[src/rtl/bb3_lane.sv]
module bb3_lane (
    input  logic [8:0][7:0] taps_i,
    output logic [7:0]      sum_o
);

    // taps_i[r*3+k]: r row top..bottom, k column left..right
    logic [7:0] corners;
    logic [7:0] edges;
    logic [7:0] centre;

    always_comb begin
        corners = 8'(taps_i[0][7:4]) + 8'(taps_i[2][7:4])
                + 8'(taps_i[6][7:4]) + 8'(taps_i[8][7:4]);
        edges   = 8'(taps_i[1][7:3]) + 8'(taps_i[3][7:3])
                + 8'(taps_i[5][7:3]) + 8'(taps_i[7][7:3]);
        centre  = 8'(taps_i[4][7:2]);
        sum_o   = corners + edges + centre;
    end

endmodule

[config.mk]
export PLATFORM = sky130hd
export DESIGN_NAME = bb3_lane
export DESIGN_NICKNAME = d
export VERILOG_FILES = /design/src/rtl/bb3_lane.sv
export SDC_FILE = /design/constraint.sdc
export NUM_CORES = 1
export LEC_CHECK = 0
export ABC_AREA = 0
export BUFFER_PORTS_ARGS = -buffer_cell sky130_fd_sc_hd__buf_4
export CAP_MARGIN = 20
export CORE_ASPECT_RATIO = 1.25
export CORE_UTILIZATION = 46
export DETAILED_ROUTE_END_ITERATION = 8
export GPL_TIMING_DRIVEN = 0
export PLACE_DENSITY = 0.95
export SETUP_SLACK_MARGIN = 0.5
export SLEW_MARGIN = 20
export SYNTH_ARGS = -nofsm -noshare
export SYNTH_HDL_FRONTEND = slang
export SYNTH_SLANG_ARGS = --single-unit
[constraint.sdc]
create_clock -name vclk -period 12.45
set_input_delay 2.49 -clock vclk [all_inputs]
set_output_delay 2.49 -clock vclk [all_outputs]
set_load 0.005 [all_outputs]
## Yosys cells after proc, flatten, opt, wreduce, memory -nomap -nowiden

Index checks and enable logic that the tools add are counted.

| word-level totals | value |
|---|---|
| bits in registers | 0 |
| bits of input ports | 72 |
| word-level logic and storage cells | 8 |

| cells by class | value |
|---|---|
| add/subtract/negate cells | 8 |

Operator list:

| kind | count |
|---|---|
| $add 7x5->8 | 1 |
| $add 7x8->8 | 1 |
| $add 8x6->8 | 1 |
| $add 6x4->7 | 1 |
| $add 6x5->7 | 1 |
| $add 5x4->6 | 1 |
| $add 5x5->6 | 1 |
| $add 4x4->5 | 1 |

## Longest topological paths before layout

Gate-level depths: netlist of the first run.

| depth | value |
|---|---|
| depth after elaboration | 5 |
| mapped depth | 15 |
| gate-level depth less buffers | 15 |

## Worst setup path before layout of the first run

OpenSTA, ideal clock, no wires.

| timing | value |
|---|---|
| path kind | in2out |
| start | in taps_i[6] (netlist name) |
| end | out sum_o[6] |
| arrival time | 5.720 ns |
| required time | 9.960 ns |
| path slack | 4.240 ns |
| stages | 15 |
| path buffers | 0 |
| cell sequence | inv_1 > fa_1 > inv_1 > fa_1 > fa_1 > inv_1 > fa_1 > inv_1 > ha_1 > inv_1 > fa_1 > inv_1 > a21o_2 > a21oi_1 > xnor2_1 |

| on the way | value |
|---|---|
| word-level cells in the longest chain between the ends | 5 |

RTL lines:

| element | RTL line | RTL |
|---|---|---|
| from (decl) | 2 | `input logic [8:0][7:0] taps_i,` |
| $add 4x4->5 | 12 | `corners = 8'(taps_i[0][7:4]) + 8'(taps_i[2][7:4])` |
| $add 5x4->6 | 13 | `+ 8'(taps_i[6][7:4]) + 8'(taps_i[8][7:4]);` |
| $add 6x4->7 | 13 |  |
| $add 7x8->8 | 17 | `sum_o = corners + edges + centre;` |
| $add 8x6->8 | 17 |  |
| to (decl) | 3 | `output logic [7:0] sum_o` |

Every way passes these cells.

## Worst setup path in the final report of the first run

Ends and elaborated chain as after synthesis.

==> results of run 1 <==
-- worst min-delay path by stage --
stage | endpoint | slack, ns | cells past startpoint
finish | sum_o[0] | 5.47 | 4
global route | sum_o[0] | 5.48 | 4
CTS | sum_o[0] | 5.47 | 4
detailed placement | sum_o[0] | 5.47 | 4
global placement | sum_o[0] | 5.45 | 4
floorplan | sum_o[0] | 5.25 | 2
-- critical path, cell delays in order --
cell and delay, ns:
buf_4 0.07, inv_1 0.04, fa_1 0.53, inv_1 0.05
fa_1 0.51, fa_1 0.54, inv_1 0.06, fa_1 0.53
inv_1 0.04, ha_1 0.23, inv_1 0.08, fa_1 0.20
inv_1 0.05, a21o_2 0.18, a21oi_1 0.17, xnor2_1 0.14
buf_4 0.13
-- area by class of cell --
class	instances	share of cell area [%]
Inverter	51	13.20
Tap cell	30	2.588
Timing Repair Buffer	50	25.88
Multi-Input combinational cell	54	58.33
-- stage by stage --
stage / total power [W] / util, % / setup WS [ns] / area (um^2) / cells
final: 0.0003024 / 70.76 / 3.899 / 1450 / 185
after global routing: 0.0003442 / 70.76 / 3.690 / 1450 / 185
after CTS: 0.0003095 / 70.76 / 3.867 / 1450 / 185
after detailed placement: 0.0003077 / 70.76 / 3.877 / 1450 / 185
after global placement: 0.0002934 / 70.76 / 3.955 / 1450 / 185
after floorplan: 0.0001879 / - / 4.240 / 1037 / 105
-- placed cells by master, fill, tap and decap left out, drive strengths merged --
| master | synthesis | final |
|---|---|---|
| inv | 51 | 51 |
| buf | 0 | 50 |
| fa | 30 | 30 |
| ha | 12 | 12 |
| xnor2 | 4 | 4 |
| a21oi | 3 | 3 |
| a21o | 2 | 2 |
| a211oi | 1 | 1 |
| o21ai | 1 | 1 |
| o21bai | 1 | 1 |
-- power groups by stage --
stage	clock network (W)	logic (W)	registers, W
after floorplan	0	0.000188	0
after global placement	0	0.000293	0
after detailed placement	0	0.000308	0
after CTS	0	0.000309	0
after global routing	0	0.000344	0
final	0	0.000302	0
-- routing by layer --
metal  routed length [um]  global-route usage (%)
met5                    0                       0
met3                  111                  0.6494
met4                    0                       0
met1                  599                   16.42
met2                 1329                   46.57
-- cells by family after synthesis --
| group | count (synthesis) | synth area share [%] |
|---|---|---|
| XOR/XNOR | 4 | 3.377 |
| adder cells (fa/ha/maj) | 42 | 72.38 |
| AO/OA/AOI/OAI | 8 | 5.790 |
| buffers and inverters | 51 | 18.46 |
==> results.md, run 1 <==
- Status: finished clean
- First-pass GRT wire length: between 3000 and 4000 um
- Syn Area/Cell: ~9.9 um^2
- Required time of the critical path: 9.96 ns
- Setup crit end kind: output port
- FF/Latch Area: 0 um^2
- Filler instances: 166
- Drt drc: 0
- Tcrit/Tclk final: a little under 70%
- Num ports: 80
- Post-Route WL: approximately 2000 um
- Routability cong.: roughly 0.7
- Switching share of power: a little under half
- Cts repair resizes: 0
- Hold Startpoint: taps_i[59]
- Tmin final: roughly 8.6 ns
- Seq_cells: 0
- Max VDD drop: 0.1980 mV
- Routed vias: roughly 830
- Hold crit path type: input port to output port
- Hold slack: between 5 and 6 ns
- Ratio of cells with drive above 1 in the final layout: between 30% and 40%
- Antenna violations before repair: 0
- Fin Setup TNS: 0 ns
- Top-count cell post-synth: inv_1
- Synth cell count leaders: inv_1, fa_1, ha_1
- Clock Buffer Count: 0
- Cell-internal power: around 0.00017 W
- Nets@finish: between 200 and 300
- Crit path capture: sum_o[6]
- DRT iter0 DRCs: 1
- Pwr Density: between 200 and 250 mW/mm^2
- Worst-Margin Slew: around 0.17 ns
- Ys Warns: 0
- Wire length per cell: 11.03 um
- Main area contributors after synthesis: fa_1, inv_1, ha_1
- Comb pwr share: 100.0%
- Psw: between 0.0001 and 0.00015 W
- Unrepaired setup endpoints after global routing: false
- Hold buffer count at cts: 0
- Post CTS Setup Buffer Count: 0
- Area taken by multi-input logic gates: between 800 and 900 um^2
- Initial Utilization: between 50% and 60%
- Synth Instances: 105
- Vias in the first global route: roughly 900
- FMAX: 0.1169 GHz
- Final setup viols: 0
- Clock network power share: 0%
- Overflow after GRT: 0
- Number of port buffers: 50
- Reg power frac: 0%
- Largest net degree at the start of global routing: 5
- Worst rel slew slack: just under 90%
- Synth unique cells: 11
- MaxCap Viol Count: 0
- First-pass detailed-route iteration total: 2
- Core Area: just over 0.002 mm^2
- Seq/Total Area, Yosys: 0%
- Die area: about 0.0024 mm^2
- Area grow syn2layout: 39.81%
- Die H: 55.09 um
- Die W: between 40 and 50 um
- Share of the synthesized area in the top cell type: between 50 and 60%
- Crit path DAT: 6.06 ns
- CP startpoint kind: input port
- Crit path kind: input port to output port
- DP HPWL: 2068 um
- Site Rows: 18
- Synth Cell Area: between 0.001 and 0.0015 mm^2
- Antenna Nets Post-Route: 0
- Slew Viols, Final: 0
- Leading area contributor after synthesis: fa_1
- Leak: about 0.86 nW
- Worst setup path start: taps_i[6]
- Syn Nets: 219
- Total track usage: a little under a fifth
- Vias/cell: between 4 and 5
- Crit path max fanout: 3
- Diodes inserted: 0
- Final Hold Fails: 0
Power figures use the tool's default switching activity.
==> run 2: changes to the inputs <==
- CORE_UTILIZATION: 46 -> 38
- PLACE_DENSITY: 0.95 -> 0.85
- clock period: 12.45 -> 7.73 ns (I/O delays scaled with it)
==> run 2 against run 1 <==
  * Final area grew 0.26%
  * Global-route usage shrank 3.9 points
  * Wire length shrank 8.1%
  * Non-clock buffer count is the same
  * Via count shrank 2.1%
  * Setup slack lost 2.8 ns
  * Power grew 60%
  * First-iteration DRC count shrank 100%
  * Die area grew 20%
  * Critical path depth is the same
==> results.md, run 2 (same netlist as run 1, synthesis figures left out) <==
- Crit path cell chain: buf_4 -> inv_1 -> fa_1 -> inv_1 -> fa_1 -> fa_1 -> inv_1 -> fa_1 -> inv_1 -> ha_1 -> inv_1 -> fa_1 -> inv_1 -> a21o_2 -> a21oi_1 -> xnor2_1 -> buf_4 (unchanged)
- GRT busiest layer: met2 (unchanged)
- Crit path max fanout: 3 (unchanged)
- FF/Latch Area: 0 um^2 (unchanged)
- Cell-internal power: 0.0002661 W (was 0.0001660 W)
- Seq_cells: 0 (unchanged)
- Clock Buffer Count: 0 (unchanged)
- Vias in the first global route: 867 (was 882)
- Final std cells w/o fill: 188 (was 185)
- Die area: 0.002944 mm^2 (was 0.002450 mm^2)
- Slowest-stage cell, CP: fa_1 (unchanged)
- Post CTS Setup Buffer Count: 0 (unchanged)
- Drt drc: 0 (unchanged)
- Tcrit/Tclk final: 86.42%
- Nets@finish: 271 (unchanged)
- DRT iter0 DRCs: 0 (was 1)
- Comb pwr share: 100.0% (about the same)
- Final Hold Fails: 0 (unchanged)
- Commonest non-fill, non-tap cells in the layout: inv_1, buf_4, fa_1 (unchanged)
- Post-Place Cells: 188 (was 185)
- Antenna Nets Post-Route: 0 (unchanged)
- Placed cell area: 0.001454 mm^2 (was 0.001450 mm^2)
- Max VDD drop: 0.2760 mV (was 0.1980 mV)
- Diodes inserted: 0 (unchanged)
- CP peak stage delay: 0.56 ns (was 0.54 ns)
- Final setup viols: 0 (unchanged)
- MaxCap Viol Count: 0 (unchanged)
- Routing usage on met2: 33.93% (was 46.57%)
- Setup crit end kind: output port (unchanged)
- Core Util, Final: 58.10% (was 70.76%)
- Clock network power share: 0% (about the same)
- First-pass detailed-route iteration total: 1 (was 2)
- Area grow syn2layout: 40.17% (was 39.81%)
- Routed vias: 812 (was 829)
- Final Cell Area: 0.001454 mm^2 (was 0.001450 mm^2)
- First-pass GRT wire length: 3456 um (was 3353 um)
- Largest net degree at the start of global routing: 5 (unchanged)
- Slew Viols, Final: 0 (unchanged)
- Hold crit path type: input port to output port (unchanged)
- Routability cong.: 0.6765 (was 0.7182)
- Vias/cell: 4.319 (was 4.481)
- Die H: 60.41 um (was 55.09 um)
- Antenna violations before repair: 0 (unchanged)
- Psw: 0.0002192 W (was 0.0001365 W)
- Wire length per cell: 9.973 um (was 11.03 um)
- Number of port buffers: 50 (unchanged)
- Most used cell, CP: inv_1 (unchanged)
- FMAX: 0.1497 GHz
- Worst-Margin Slew: 0.1715 ns (was 0.1747 ns)
- Total power: 0.0004853 W (was 0.0003024 W)
- Met1 Use GR: 15.78% (was 16.42%)
- Post-Route WL: 1875 um (was 2040 um)
- Hold buffer count at cts: 0 (unchanged)
- Total track usage: 14.98% (was 18.89%)
- Worst rel slew slack: 88.44% (was 88.33%)
- Core Area: 0.002502 mm^2 (was 0.002049 mm^2)
- Status: finished clean (unchanged)
- Crit path kind: input port to output port (unchanged)
- Commonest non-fill, non-tap cell in the layout: inv_1 (unchanged)
- Num ports: 80 (unchanged)
- Initial Utilization: 41.45% (was 50.61%)
- Ratio of cells with drive above 1 in the final layout: 34.19% (unchanged)
- Reg power frac: 0% (about the same)
- Overflow after GRT: 0 (unchanged)
- Switching share of power: 45.17% (was 45.12%)
- DP HPWL: 1879 um (was 2068 um)
- Die W: 48.73 um (was 44.47 um)
- Cts repair resizes: 0 (unchanged)
- Required time of the critical path: 6.18 ns (was 9.96 ns)
- Tmin final: between 6 and 7 ns
- Pwr Density: 333.8 mW/mm^2 (was 208.5 mW/mm^2)
- Met3 usage: 1.003% (was 0.6494%)
- Unrepaired setup endpoints after global routing: false (unchanged)
- CP startpoint kind: input port (unchanged)
- Site Rows: 20 (was 18)
- Leak: 0.8551 nW (unchanged)
- Fin Setup TNS: 0 ns (unchanged)
- Crit path DAT: 5.13 ns (was 6.06 ns)
[run 2: cell counts in the layout (fill, tap and decap cells not counted)]
Identical to the previous run, type by type.
[run 2: layout make-up]
| type | instances | area (um^2) |
|---|---|---|
| Inverter | 51 | 191.4 |
| Tap cell | 33 | 41.29 |
| Fill cell | 253 | 1049 |
| Multi-Input combinational cell | 54 | 845.8 |
| Timing Repair Buffer | 50 | 375.4 |
[run 2: layer usage]
| layer | vias up | part of all wire (%) |
|---|---|---|
| met3 | 0 | 6.1 |
| met1 | 386 | 33 |
| li1 | 385 | - |
| met4 | 0 | 0 |
| met5 | - | 0 |
| met2 | 41 | 61 |
[run 2: critical path: cells and delay by family]
family,cells,cell delay [ns]
buf+inv,8,0.55
compound gates,2,0.35
xor+xnor,1,0.15
fa+ha+maj,6,2.55
[run 2: worst paths after layout]
kind              endpoint        from  slack [ns]  cells after the start
setup / recovery  sum_o[6]   taps_i[6]        1.05                     17
hold / removal    sum_o[0]  taps_i[68]        3.58                      4
[run 2: power by group through the flow]
stage | logic [W] | registers [W] | clock network, W
2_1_floorplan | 0.000303 | 0 | 0
3_3_place_gp | 0.000476 | 0 | 0
3_5_place_dp | 0.000495 | 0 | 0
4_1_cts | 0.000498 | 0 | 0
5_1_grt | 0.000555 | 0 | 0
6_report | 0.000485 | 0 | 0
[run 2: metrics by stage]
stage | setup WS, ns | hold slack (ns)
3_3_place_gp | 1.095 | 3.554
6_report | 1.050 | 3.576
3_5_place_dp | 1.019 | 3.571
2_1_floorplan | 1.408 | 3.366
4_1_cts | 1.017 | 3.578
5_1_grt | 0.8700 | 3.616
